<file path="src/rtl/iebm_pkg.sv">
// shared types, codes and helpers for the i2c eeprom byte master
// no dependencies; imported by every module of the block
`default_nettype none

package iebm_pkg;

  localparam int unsigned CFG_IDX_W  = 3;
  localparam int unsigned CFG_DATA_W = 24;

  // configuration register indexes
  localparam logic [CFG_IDX_W-1:0] CFG_UNIT_TICKS  = 3'd0;
  localparam logic [CFG_IDX_W-1:0] CFG_ACK_TIMEOUT = 3'd1;
  localparam logic [CFG_IDX_W-1:0] CFG_WR_RECOVERY = 3'd2;
  localparam logic [CFG_IDX_W-1:0] CFG_DEV_ADDR    = 3'd3;

  // register reset values
  localparam logic [15:0] RST_UNIT_TICKS  = 16'd100;
  localparam logic [7:0]  RST_ACK_TIMEOUT = 8'd250;
  localparam logic [23:0] RST_WR_RECOVERY = 24'd500000;
  localparam logic [6:0]  RST_DEV_ADDR    = 7'd80;

  localparam logic [3:0] BITS_PER_BYTE = 4'd8;

  typedef enum logic [1:0] {
    REQ_TICK  = 2'd0,
    REQ_WRITE = 2'd1,
    REQ_READ  = 2'd2,
    REQ_BAD   = 2'd3
  } req_e;

  typedef enum logic [4:0] {
    PH_IDLE       = 5'd0,
    PH_W_START    = 5'd1,
    PH_W_DEV      = 5'd2,
    PH_W_DEV_ACK  = 5'd3,
    PH_W_ADDR     = 5'd4,
    PH_W_ADDR_ACK = 5'd5,
    PH_W_DATA     = 5'd6,
    PH_W_DATA_ACK = 5'd7,
    PH_W_STOP     = 5'd8,
    PH_W_RECOVER  = 5'd9,
    PH_R_START    = 5'd10,
    PH_R_DEV      = 5'd11,
    PH_R_DEV_ACK  = 5'd12,
    PH_R_ADDR     = 5'd13,
    PH_R_ADDR_ACK = 5'd14,
    PH_R_RESTART  = 5'd15,
    PH_R_DEVR     = 5'd16,
    PH_R_DEVR_ACK = 5'd17,
    PH_R_READ     = 5'd18,
    PH_R_NACK     = 5'd19,
    PH_R_STOP     = 5'd20,
    PH_ABORT      = 5'd21
  } phase_e;

  typedef enum logic [2:0] {
    K_IDLE    = 3'd0,
    K_START   = 3'd1,
    K_SEND    = 3'd2,
    K_ACK     = 3'd3,
    K_READ    = 3'd4,
    K_NACK    = 3'd5,
    K_STOP    = 3'd6,
    K_RECOVER = 3'd7
  } kind_e;

  // one input word after classification
  typedef struct packed {
    req_e       req;
    logic [7:0] mem_addr;
    logic [7:0] write_data;
    logic       sda;
  } item_t;

  // one result word
  typedef struct packed {
    logic       scl;
    logic       sda;
    logic       drive;
    logic       busy;
    logic       done;
    logic [7:0] read_byte;
    logic       ack_error;
  } res_t;

  function automatic kind_e kind_of(phase_e p);
    kind_e k;
    unique case (p) inside
      PH_W_START, PH_R_START, PH_R_RESTART:                    k = K_START;
      PH_W_DEV, PH_W_ADDR, PH_W_DATA,
      PH_R_DEV, PH_R_ADDR, PH_R_DEVR:                          k = K_SEND;
      PH_W_DEV_ACK, PH_W_ADDR_ACK, PH_W_DATA_ACK,
      PH_R_DEV_ACK, PH_R_ADDR_ACK, PH_R_DEVR_ACK:              k = K_ACK;
      PH_R_READ:                                               k = K_READ;
      PH_R_NACK:                                               k = K_NACK;
      PH_W_STOP, PH_R_STOP, PH_ABORT:                          k = K_STOP;
      PH_W_RECOVER:                                            k = K_RECOVER;
      default:                                                 k = K_IDLE;
    endcase
    return k;
  endfunction

endpackage

`default_nettype wire

</file>
<file path="src/rtl/i2c_eeprom_byte_master.sv">
// i2c eeprom byte master: one word in gives one result word out.
// a word waits in the front queue; its result is registered in the result queue.
// throughput: one word per cycle while a word waits and the result queue has room.
// the front and result queues are two deep each, so either side may stall alone.
// reset: asynchronous active low; queues empty, master idle, registers at defaults.
// top level; instantiates iebm_front, iebm_seq, iebm_outq, depends on iebm_pkg
`default_nettype none

module i2c_eeprom_byte_master import iebm_pkg::*; (
  input  wire logic                  clk_i,
  input  wire logic                  rst_ni,
  input  wire logic                  push_i,
  output logic                       full_o,
  input  wire logic [1:0]            req_type_i,
  input  wire logic [7:0]            mem_addr_i,
  input  wire logic [7:0]            write_data_i,
  input  wire logic                  sda_in_i,
  input  wire logic                  pop_i,
  output logic                       empty_o,
  output logic                       scl_out_o,
  output logic                       sda_out_o,
  output logic                       sda_drive_o,
  output logic                       busy_res_o,
  output logic                       done_res_o,
  output logic [7:0]                 read_byte_o,
  output logic                       ack_error_o,
  input  wire logic                  cfg_valid_i,
  output logic                       cfg_ready_o,
  input  wire logic [CFG_IDX_W-1:0]  cfg_index_i,
  input  wire logic [CFG_DATA_W-1:0] cfg_data_i
);

  logic  item_valid, item_take;
  item_t item;
  logic  res_push, res_full;
  res_t  res_in, res_out;

  iebm_front u_front (
    .clk_i,
    .rst_ni,
    .push_i,
    .full_o,
    .req_type_i,
    .mem_addr_i,
    .write_data_i,
    .sda_in_i,
    .item_valid_o (item_valid),
    .item_o       (item),
    .item_take_i  (item_take)
  );

  iebm_seq u_seq (
    .clk_i,
    .rst_ni,
    .cfg_valid_i,
    .cfg_ready_o,
    .cfg_index_i,
    .cfg_data_i,
    .item_valid_i (item_valid),
    .item_i       (item),
    .item_take_o  (item_take),
    .res_full_i   (res_full),
    .res_push_o   (res_push),
    .res_o        (res_in)
  );

  iebm_outq u_outq (
    .clk_i,
    .rst_ni,
    .res_push_i (res_push),
    .res_i      (res_in),
    .res_full_o (res_full),
    .pop_i,
    .empty_o,
    .res_o      (res_out)
  );

  assign scl_out_o   = res_out.scl;
  assign sda_out_o   = res_out.sda;
  assign sda_drive_o = res_out.drive;
  assign busy_res_o  = res_out.busy;
  assign done_res_o  = res_out.done;
  assign read_byte_o = res_out.read_byte;
  assign ack_error_o = res_out.ack_error;

endmodule

`default_nettype wire

</file>
<file path="src/rtl/iebm_front.sv">
// front end: classifies incoming words and holds them in a two-entry queue
// depends on iebm_pkg
`default_nettype none

module iebm_front import iebm_pkg::*; (
  input  wire logic       clk_i,
  input  wire logic       rst_ni,
  input  wire logic       push_i,
  output logic            full_o,
  input  wire logic [1:0] req_type_i,
  input  wire logic [7:0] mem_addr_i,
  input  wire logic [7:0] write_data_i,
  input  wire logic       sda_in_i,
  output logic            item_valid_o,
  output item_t           item_o,
  input  wire logic       item_take_i
);

  item_t      mem_q [2];
  logic       wr_ptr_q, wr_ptr_d;
  logic       rd_ptr_q, rd_ptr_d;
  logic [1:0] cnt_q, cnt_d;
  logic       do_push, do_pop;
  item_t      item_in;

  // unknown request code behaves as a plain tick
  always_comb begin
    item_in.req        = (req_type_i == REQ_BAD) ? REQ_TICK : req_e'(req_type_i);
    item_in.mem_addr   = mem_addr_i;
    item_in.write_data = write_data_i;
    item_in.sda        = sda_in_i;
  end

  assign full_o       = (cnt_q == 2'd2);
  assign item_valid_o = (cnt_q != 2'd0);
  assign item_o       = mem_q[rd_ptr_q];
  assign do_push      = push_i && !full_o;
  assign do_pop       = item_take_i && item_valid_o;

  always_comb begin
    wr_ptr_d = do_push ? !wr_ptr_q : wr_ptr_q;
    rd_ptr_d = do_pop ? !rd_ptr_q : rd_ptr_q;
    cnt_d    = cnt_q + {1'b0, do_push} - {1'b0, do_pop};
  end

  always_ff @(posedge clk_i) begin
    if (do_push) begin
      mem_q[wr_ptr_q] <= item_in;
    end
  end

  always_ff @(posedge clk_i or negedge rst_ni) begin
    if (!rst_ni) begin
      wr_ptr_q <= 1'b0;
      rd_ptr_q <= 1'b0;
      cnt_q    <= 2'd0;
    end else begin
      wr_ptr_q <= wr_ptr_d;
      rd_ptr_q <= rd_ptr_d;
      cnt_q    <= cnt_d;
    end
  end

endmodule

`default_nettype wire

</file>
<file path="src/rtl/iebm_seq.sv">
// back end: bus sequencer stepping one word per cycle when a word waits and results have room, plus config registers
// depends on iebm_pkg
`default_nettype none

module iebm_seq import iebm_pkg::*; (
  input  wire logic                  clk_i,
  input  wire logic                  rst_ni,
  input  wire logic                  cfg_valid_i,
  output logic                       cfg_ready_o,
  input  wire logic [CFG_IDX_W-1:0]  cfg_index_i,
  input  wire logic [CFG_DATA_W-1:0] cfg_data_i,
  input  wire logic                  item_valid_i,
  input  wire item_t                 item_i,
  output logic                       item_take_o,
  input  wire logic                  res_full_i,
  output logic                       res_push_o,
  output res_t                       res_o
);

  // configuration
  logic [15:0] unit_ticks_q;
  logic [7:0]  ack_timeout_q;
  logic [23:0] wr_recovery_q;
  logic [6:0]  dev_addr_q;

  // sequencer state
  phase_e      phase_q, phase_d;
  logic [1:0]  sub_q, sub_d;
  logic [23:0] tick_q, tick_d;
  logic [3:0]  bit_q, bit_d;
  logic [7:0]  shift_q, shift_d;
  logic [7:0]  poll_q, poll_d;
  logic [7:0]  addr_q, addr_d;
  logic [7:0]  data_q, data_d;
  logic [7:0]  last_rd_q, last_rd_d;
  logic        err_q, err_d;
  logic        done;

  logic        step;
  kind_e       kind_q;
  logic [15:0] ut;
  logic [17:0] limit;
  logic [24:0] tick_inc;
  logic        hit;
  logic [3:0]  bit_inc;

  assign cfg_ready_o = 1'b1;
  assign step        = item_valid_i && !res_full_i;
  assign item_take_o = step;
  assign res_push_o  = step;

  assign kind_q   = kind_of(phase_q);
  assign ut       = (unit_ticks_q == 16'd0) ? 16'd1 : unit_ticks_q;
  // start and stop pieces last four units, bit pieces one
  assign limit    = (kind_q == K_START || kind_q == K_STOP) ? {ut, 2'b00} : {2'b00, ut};
  assign tick_inc = {1'b0, tick_q} + 25'd1;
  assign hit      = tick_inc >= {7'd0, limit};
  assign bit_inc  = bit_q + 4'd1;

  // next state
  always_comb begin
    logic   adv;
    logic   ent;
    phase_e ent_ph;
    adv       = 1'b0;
    ent       = 1'b0;
    ent_ph    = PH_IDLE;
    phase_d   = phase_q;
    sub_d     = sub_q;
    tick_d    = tick_q;
    bit_d     = bit_q;
    shift_d   = shift_q;
    poll_d    = poll_q;
    addr_d    = addr_q;
    data_d    = data_q;
    last_rd_d = last_rd_q;
    err_d     = err_q;
    done      = 1'b0;

    if (phase_q == PH_IDLE) begin
      if (item_i.req == REQ_WRITE || item_i.req == REQ_READ) begin
        addr_d = item_i.mem_addr;
        data_d = item_i.write_data;
        err_d  = 1'b0;
        ent    = 1'b1;
        ent_ph = (item_i.req == REQ_WRITE) ? PH_W_START : PH_R_START;
      end
    end else begin
      unique case (kind_q)
        K_START, K_NACK: begin
          if (hit) begin
            tick_d = 24'd0;
            if (sub_q == 2'd0) sub_d = 2'd1;
            else adv = 1'b1;
          end else begin
            tick_d = tick_inc[23:0];
          end
        end
        K_SEND: begin
          if (hit) begin
            tick_d = 24'd0;
            if (sub_q < 2'd2) begin
              sub_d = sub_q + 2'd1;
            end else begin
              shift_d = {shift_q[6:0], 1'b0};
              bit_d   = bit_inc;
              sub_d   = 2'd0;
              if (bit_inc >= BITS_PER_BYTE) adv = 1'b1;
            end
          end else begin
            tick_d = tick_inc[23:0];
          end
        end
        K_ACK: begin
          if (sub_q < 2'd2) begin
            if (hit) begin
              tick_d = 24'd0;
              sub_d  = sub_q + 2'd1;
            end else begin
              tick_d = tick_inc[23:0];
            end
          end else if (!item_i.sda) begin
            adv = 1'b1;
          end else if (poll_q >= ack_timeout_q) begin
            ent    = 1'b1;
            ent_ph = PH_ABORT;
          end else begin
            poll_d = poll_q + 8'd1;
          end
        end
        K_READ: begin
          if (hit) begin
            tick_d = 24'd0;
            if (sub_q == 2'd0) begin
              sub_d = 2'd1;
            end else begin
              shift_d = {shift_q[6:0], item_i.sda};
              bit_d   = bit_inc;
              sub_d   = 2'd0;
              if (bit_inc >= BITS_PER_BYTE) adv = 1'b1;
            end
          end else begin
            tick_d = tick_inc[23:0];
          end
        end
        K_STOP: begin
          if (hit) begin
            tick_d = 24'd0;
            if (sub_q < 2'd2) sub_d = sub_q + 2'd1;
            else adv = 1'b1;
          end else begin
            tick_d = tick_inc[23:0];
          end
        end
        K_RECOVER: begin
          tick_d = tick_inc[23:0];
          if (tick_inc[23:0] >= wr_recovery_q) adv = 1'b1;
        end
        default: begin
          ent    = 1'b1;
          ent_ph = PH_IDLE;
        end
      endcase
    end

    if (adv) begin
      ent = 1'b1;
      unique case (phase_q)
        PH_W_STOP: begin
          if (wr_recovery_q == 24'd0) begin
            ent_ph = PH_IDLE;
            done   = 1'b1;
          end else begin
            ent_ph = PH_W_RECOVER;
          end
        end
        PH_W_RECOVER: begin
          ent_ph = PH_IDLE;
          done   = 1'b1;
        end
        PH_R_STOP: begin
          last_rd_d = shift_q;
          ent_ph    = PH_IDLE;
          done      = 1'b1;
        end
        PH_ABORT: begin
          err_d  = 1'b1;
          ent_ph = PH_IDLE;
          done   = 1'b1;
        end
        default: ent_ph = phase_e'(phase_q + 5'd1);
      endcase
    end

    if (ent) begin
      phase_d = ent_ph;
      sub_d   = 2'd0;
      tick_d  = 24'd0;
      bit_d   = 4'd0;
      poll_d  = 8'd0;
      unique case (ent_ph) inside
        PH_W_DEV, PH_R_DEV:   shift_d = {dev_addr_q, 1'b0};
        PH_R_DEVR:            shift_d = {dev_addr_q, 1'b1};
        PH_W_ADDR, PH_R_ADDR: shift_d = addr_d;
        PH_W_DATA:            shift_d = data_d;
        PH_R_READ:            shift_d = 8'd0;
        default:              ;
      endcase
    end
  end

  // bus levels shown after the step
  always_comb begin
    kind_e kd;
    kd           = kind_of(phase_d);
    res_o.scl    = 1'b1;
    res_o.sda    = 1'b1;
    res_o.drive  = 1'b1;
    unique case (kd)
      K_START: res_o.sda = (sub_d == 2'd0);
      K_SEND: begin
        res_o.scl = (sub_d == 2'd1);
        res_o.sda = shift_d[7];
      end
      K_ACK: begin
        res_o.scl   = (sub_d >= 2'd1);
        res_o.drive = 1'b0;
      end
      K_READ: begin
        res_o.scl   = (sub_d == 2'd1);
        res_o.drive = 1'b0;
      end
      K_NACK: res_o.scl = (sub_d == 2'd1);
      K_STOP: begin
        res_o.scl = (sub_d >= 2'd1);
        res_o.sda = (sub_d == 2'd2);
      end
      default: ;
    endcase
    res_o.busy      = (phase_d != PH_IDLE);
    res_o.done      = done;
    res_o.read_byte = last_rd_d;
    res_o.ack_error = err_d;
  end

  always_ff @(posedge clk_i or negedge rst_ni) begin
    if (!rst_ni) begin
      unit_ticks_q  <= RST_UNIT_TICKS;
      ack_timeout_q <= RST_ACK_TIMEOUT;
      wr_recovery_q <= RST_WR_RECOVERY;
      dev_addr_q    <= RST_DEV_ADDR;
    end else if (cfg_valid_i && cfg_ready_o) begin
      case (cfg_index_i)
        CFG_UNIT_TICKS:  unit_ticks_q  <= cfg_data_i[15:0];
        CFG_ACK_TIMEOUT: ack_timeout_q <= cfg_data_i[7:0];
        CFG_WR_RECOVERY: wr_recovery_q <= cfg_data_i;
        CFG_DEV_ADDR:    dev_addr_q    <= cfg_data_i[6:0];
        default:         ;
      endcase
    end
  end

  always_ff @(posedge clk_i or negedge rst_ni) begin
    if (!rst_ni) begin
      phase_q   <= PH_IDLE;
      sub_q     <= 2'd0;
      tick_q    <= 24'd0;
      bit_q     <= 4'd0;
      shift_q   <= 8'd0;
      poll_q    <= 8'd0;
      addr_q    <= 8'd0;
      data_q    <= 8'd0;
      last_rd_q <= 8'd0;
      err_q     <= 1'b0;
    end else if (step) begin
      phase_q   <= phase_d;
      sub_q     <= sub_d;
      tick_q    <= tick_d;
      bit_q     <= bit_d;
      shift_q   <= shift_d;
      poll_q    <= poll_d;
      addr_q    <= addr_d;
      data_q    <= data_d;
      last_rd_q <= last_rd_d;
      err_q     <= err_d;
    end
  end

  // finishing word always leaves the master idle
  assert property (@(posedge clk_i) disable iff (!rst_ni)
    step && res_o.done |=> phase_q == PH_IDLE)
    else $error("done without return to idle");

  // a byte never counts past eight bits
  assert property (@(posedge clk_i) disable iff (!rst_ni)
    bit_q < BITS_PER_BYTE)
    else $error("bit counter overran");

  // sub-step stays within the three pieces of a bit
  assert property (@(posedge clk_i) disable iff (!rst_ni)
    sub_q != 2'd3)
    else $error("sub-step out of range");

  // sda is released only while waiting on ack or clocking in read bits
  assert property (@(posedge clk_i) disable iff (!rst_ni)
    step && !res_o.drive |-> (kind_of(phase_d) == K_ACK || kind_of(phase_d) == K_READ))
    else $error("sda released outside ack or read");

endmodule

`default_nettype wire

</file>
<file path="src/rtl/iebm_outq.sv">
// result queue: two-entry buffer between the sequencer and the consumer
// depends on iebm_pkg
`default_nettype none

module iebm_outq import iebm_pkg::*; (
  input  wire logic clk_i,
  input  wire logic rst_ni,
  input  wire logic res_push_i,
  input  wire res_t res_i,
  output logic      res_full_o,
  input  wire logic pop_i,
  output logic      empty_o,
  output res_t      res_o
);

  res_t       mem_q [2];
  logic       wr_ptr_q, wr_ptr_d;
  logic       rd_ptr_q, rd_ptr_d;
  logic [1:0] cnt_q, cnt_d;
  logic       do_push, do_pop;

  assign res_full_o = (cnt_q == 2'd2);
  assign empty_o    = (cnt_q == 2'd0);
  assign res_o      = mem_q[rd_ptr_q];
  assign do_push    = res_push_i && !res_full_o;
  assign do_pop     = pop_i && !empty_o;

  always_comb begin
    wr_ptr_d = do_push ? !wr_ptr_q : wr_ptr_q;
    rd_ptr_d = do_pop ? !rd_ptr_q : rd_ptr_q;
    cnt_d    = cnt_q + {1'b0, do_push} - {1'b0, do_pop};
  end

  always_ff @(posedge clk_i) begin
    if (do_push) begin
      mem_q[wr_ptr_q] <= res_i;
    end
  end

  always_ff @(posedge clk_i or negedge rst_ni) begin
    if (!rst_ni) begin
      wr_ptr_q <= 1'b0;
      rd_ptr_q <= 1'b0;
      cnt_q    <= 2'd0;
    end else begin
      wr_ptr_q <= wr_ptr_d;
      rd_ptr_q <= rd_ptr_d;
      cnt_q    <= cnt_d;
    end
  end

endmodule

`default_nettype wire
</file>
<file path="config.mk">
export PLATFORM = sky130hd
export DESIGN_NAME = i2c_eeprom_byte_master
export DESIGN_NICKNAME = d
export VERILOG_FILES = /design/src/rtl/iebm_pkg.sv /design/src/rtl/i2c_eeprom_byte_master.sv /design/src/rtl/iebm_front.sv /design/src/rtl/iebm_seq.sv /design/src/rtl/iebm_outq.sv
export SDC_FILE = /design/constraint.sdc
export NUM_CORES = 1
export LEC_CHECK = 0
export BUFFER_PORTS_ARGS = -buffer_cell sky130_fd_sc_hd__clkbuf_2
export CAP_MARGIN = 10
export CORE_MARGIN = 3
export CORE_UTILIZATION = 50
export CTS_CLUSTER_SIZE = 8
export DETAILED_ROUTE_END_ITERATION = 8
export PLACE_DENSITY = 0.74
export SKIP_LAST_GASP = 1
export SYNTH_ARGS = -nofsm -noshare
export SYNTH_HDL_FRONTEND = slang
export SYNTH_SLANG_ARGS = --single-unit
</file>
<file path="constraint.sdc">
create_clock -name clk_i -period 10.2 [get_ports clk_i]
set_input_delay 2.04 -clock clk_i [delete_from_list [all_inputs] [get_ports clk_i]]
set_output_delay 2.04 -clock clk_i [all_outputs]
set_load 0.05 [all_outputs]
</file>
==> results.sh <==
export IMPL_status="completed"
export IMPL_cts_sinks=205
export IMPL_initial_core_util=0.5177
export IMPL_max_freq_mhz=135.5
export IMPL_setup_slack_ps=2821
export IMPL_grt_pass1_vias=8833
export IMPL_clk_pin_slew_ps=50
export IMPL_p_int_mw=2.246
export IMPL_p_leak_nw=5.859
export IMPL_clk_latency_ps=540
export IMPL_p_clk_frac=0.228
export IMPL_hold_depth=2
export IMPL_synth_top_flop_cell="dfrtp_1"
export IMPL_peakVddDrop_uv=207.8
export IMPL_power_density_nw_per_um2=290.7
export IMPL_ff2ff_path_depth=21
export IMPL_p_seq_frac=0.319
export IMPL_place_congestion=0.9366
export IMPL_die_w_um=160.3
export IMPL_via_per_inst=5.819
export IMPL_vias=9171
export IMPL_synth_edf_count=66
export IMPL_fill_cells=2006
export IMPL_critPathMaxFanout=14
export IMPL_worst_pin_slew_ps=1088
export IMPL_yosysSeqAreaShare=0.4607
export IMPL_finalMaxSlewViolations=0
export IMPL_grt_overflow=0
export IMPL_cts_resized_gates=0
export IMPL_utilization=0.5817
export IMPL_die_h_um=160.3
export IMPL_first_pass_iters=5
export IMPL_cp_required_ps=10450
export IMPL_cts_setup_buffers=0
export IMPL_port_buffers=66
export IMPL_r2r_start="u_seq.phase_q[1]"
export IMPL_combPwrFrac=0.453
export IMPL_rsz0062_at_grt="false"
export IMPL_switching_share=0.4221
export IMPL_pin_count=68
export IMPL_cts_made_buffers=29
export IMPL_maxCapViolations=0
export IMPL_ys_ff_latch=205
export IMPL_synth_area_per_cell_um2=10.01
export IMPL_cp_start_kind="register"
export IMPL_drc=0
export IMPL_fin_crit_sh=0.7234
export IMPL_fin_skew_ps=11.66
export IMPL_final_common_cell="nand2_1"
export IMPL_reg2reg_to="u_outq.mem_q[0][12]"
export IMPL_worst_hold_path_type="reg -> reg"
export IMPL_setup_viol=0
export IMPL_hold_viol=0
export IMPL_placed_cells=1523
export IMPL_regArea_um2=5483
export IMPL_drt_iter0_drc=704
export IMPL_antenna_found_initial=0
export IMPL_postCtsHoldBufs=0
export IMPL_end_kind="register"
export IMPL_nets=1359
export IMPL_synth_warnings=0
export IMPL_fin_crit_ps=7379
export IMPL_synth_nets=1307
export IMPL_critical_path_arrival_ps=7630
export IMPL_async_flop_share=0.6780
export IMPL_areaGrowthSynthToFinish_pct=12.35
export IMPL_routed_wl_um=27980
export IMPL_ant_nets=0
export IMPL_fp_row_count=55
export IMPL_startpoint="u_seq.phase_q[1]"
export IMPL_hold_path_endpoint="u_seq.last_rd_q[6]"
export IMPL_hpwlAfterDp_um=19940
export IMPL_synth_area_um2=11900
export IMPL_htreeDepth=1
export IMPL_grt_usage=0.2178
export IMPL_final_cell_mix="nand2_1, dfrtp_1, o21ai_0, nor2_1, ha_1"
export IMPL_die_area_um2=25690
export IMPL_hold_slack_ps=472.1
export IMPL_grt_pass1_wl_um=46510
export IMPL_drive_gt1_frac=0.1623
export IMPL_synthDistinctLibCells=80
export IMPL_ctsRootBufferMaster="clkbuf_16"
export IMPL_num_antenna_cells=0
export IMPL_netSwitchingPower_mw=1.641
export IMPL_place_ws_ps=3009
export IMPL_max_slew_margin=0.2722
export IMPL_path_class="reg -> reg"
export IMPL_cts_tree="built"
export IMPL_routedWlPerCell_um=17.76
export IMPL_grt_max_degree=84
export IMPL_tns_ps=0
export IMPL_fin_cells=1576
export IMPL_rrSetupSlack_ps=2820
export IMPL_core_um2=22980
export IMPL_hp_start="u_seq.last_rd_q[6]"
export IMPL_clk_path_buf_depth=3
export IMPL_multi_input_area_um2=6025
export IMPL_postSynthCellCount=1189
[state kept, by name (all words and copies together), names as in the netlist, 2 cells and up]
| signal | cells |
|---|---|
| u_front.cnt_q | 2 |
| u_front.mem_q | 38 |
| u_outq.cnt_q | 2 |
| u_outq.mem_q | 28 |
| u_seq.ack_timeout_q | 8 |
| u_seq.addr_q | 8 |
| u_seq.bit_q | 4 |
| u_seq.data_q | 8 |
| u_seq.dev_addr_q | 7 |
| u_seq.last_rd_q | 8 |
| u_seq.phase_q | 5 |
| u_seq.poll_q | 8 |
| u_seq.shift_q | 8 |
| u_seq.sub_q | 2 |
| u_seq.tick_q | 24 |
| u_seq.unit_ticks_q | 16 |
| u_seq.wr_recovery_q | 24 |
[through the flow]
step           instance area [um^2]  power (mW)
6_report                      13370       3.887
2_1_floorplan                 11900       2.557
3_3_place_gp                  12530       2.955
4_1_cts                       13370       3.903
5_1_grt                       13370       4.150
3_5_place_dp                  12530       2.993
[critical path, stage by stage (launching register included)]
cell and delay (ps):
dfrtp_1 430, inv_1 180, ha_1 410, a21oi_1 130, o211a_1 290, o211ai_1 400, nor2_1 190, a21oi_2 770
mux2i_1 270, ha_1 270, a211oi_1 210, o211ai_1 120, o211ai_1 160, nand3_1 150, nor4_2 650, a221o_1 640
and2_1 480, a31oi_1 170, a31o_1 360, o21ai_4 400, a221o_1 240, o211ai_1 150
[Yosys cell counts (all sizes together), types with 32 or more instances]
cell type	instances	area [um^2]
mux2i	45	450.4
nand2	154	578.1
mux2	52	585.6
o21ai	95	486.7
a21oi	56	291.5
edfxtp	66	1982
dfrtp	121	3028
clkbuf	40	150.1
nand3	32	160.2
ha	67	838.3
inv	52	195.2
nor2	73	274.0
[layer usage]
layer	routed length, um	track usage	vias up
met5	0	0	-
met4	404	0.04379	0
met3	1479	0.03087	33
met2	12420	0.3299	250
met1	13680	0.3350	4451
li1	-	-	4437
[cells by family (layout without fill, tap and decap cells)]
kind of cell             Yosys count  count (layout)  synth area share
AND/OR/NAND/NOR                  392             392            0.1603
AO/OA/AOI/OAI                    272             272            0.1514
XOR/XNOR                          44              44           0.03238
multiplexers                      97              97           0.08706
buffers and inverters            111             185           0.03732
other                              1               1         0.0003151
flip-flops                       205             205            0.4607
adder cells (fa/ha/maj)           67              67           0.07044
[cell type report]
class / instances / area share
Timing Repair Buffer: 78 / 0.03191
Clock inverter: 1 / 0.001497
Multi-Input combinational cell: 873 / 0.4506
Sequential cell: 205 / 0.4101
Tap cell: 313 / 0.02929
Inverter: 54 / 0.01516
Clock buffer: 52 / 0.06148
[power groups by stage]
stage               Combinational, mW  Clock [mW]  Sequential [mW]
floorplan                        1.37           0             1.19
global placement                 1.71           0             1.24
detailed placement               1.74           0             1.25
CTS                              1.76       0.908             1.24
global route                     1.94       0.944             1.26
finish                           1.76       0.886             1.24
[how the worst max path moves through the flow]
stage | cells past startpoint | endpoint | slack, ps
2_1_floorplan | 25 | u_outq.mem_q[0][12] | 4210
3_3_place_gp | 21 | u_outq.mem_q[0][12] | 3180
3_5_place_dp | 21 | u_outq.mem_q[1][12] | 3010
4_1_cts | 21 | u_outq.mem_q[0][12] | 2950
5_1_grt | 21 | u_outq.mem_q[0][13] | 2260
6_report | 21 | u_outq.mem_q[0][12] | 2820
Power figures use the tool's default switching activity.
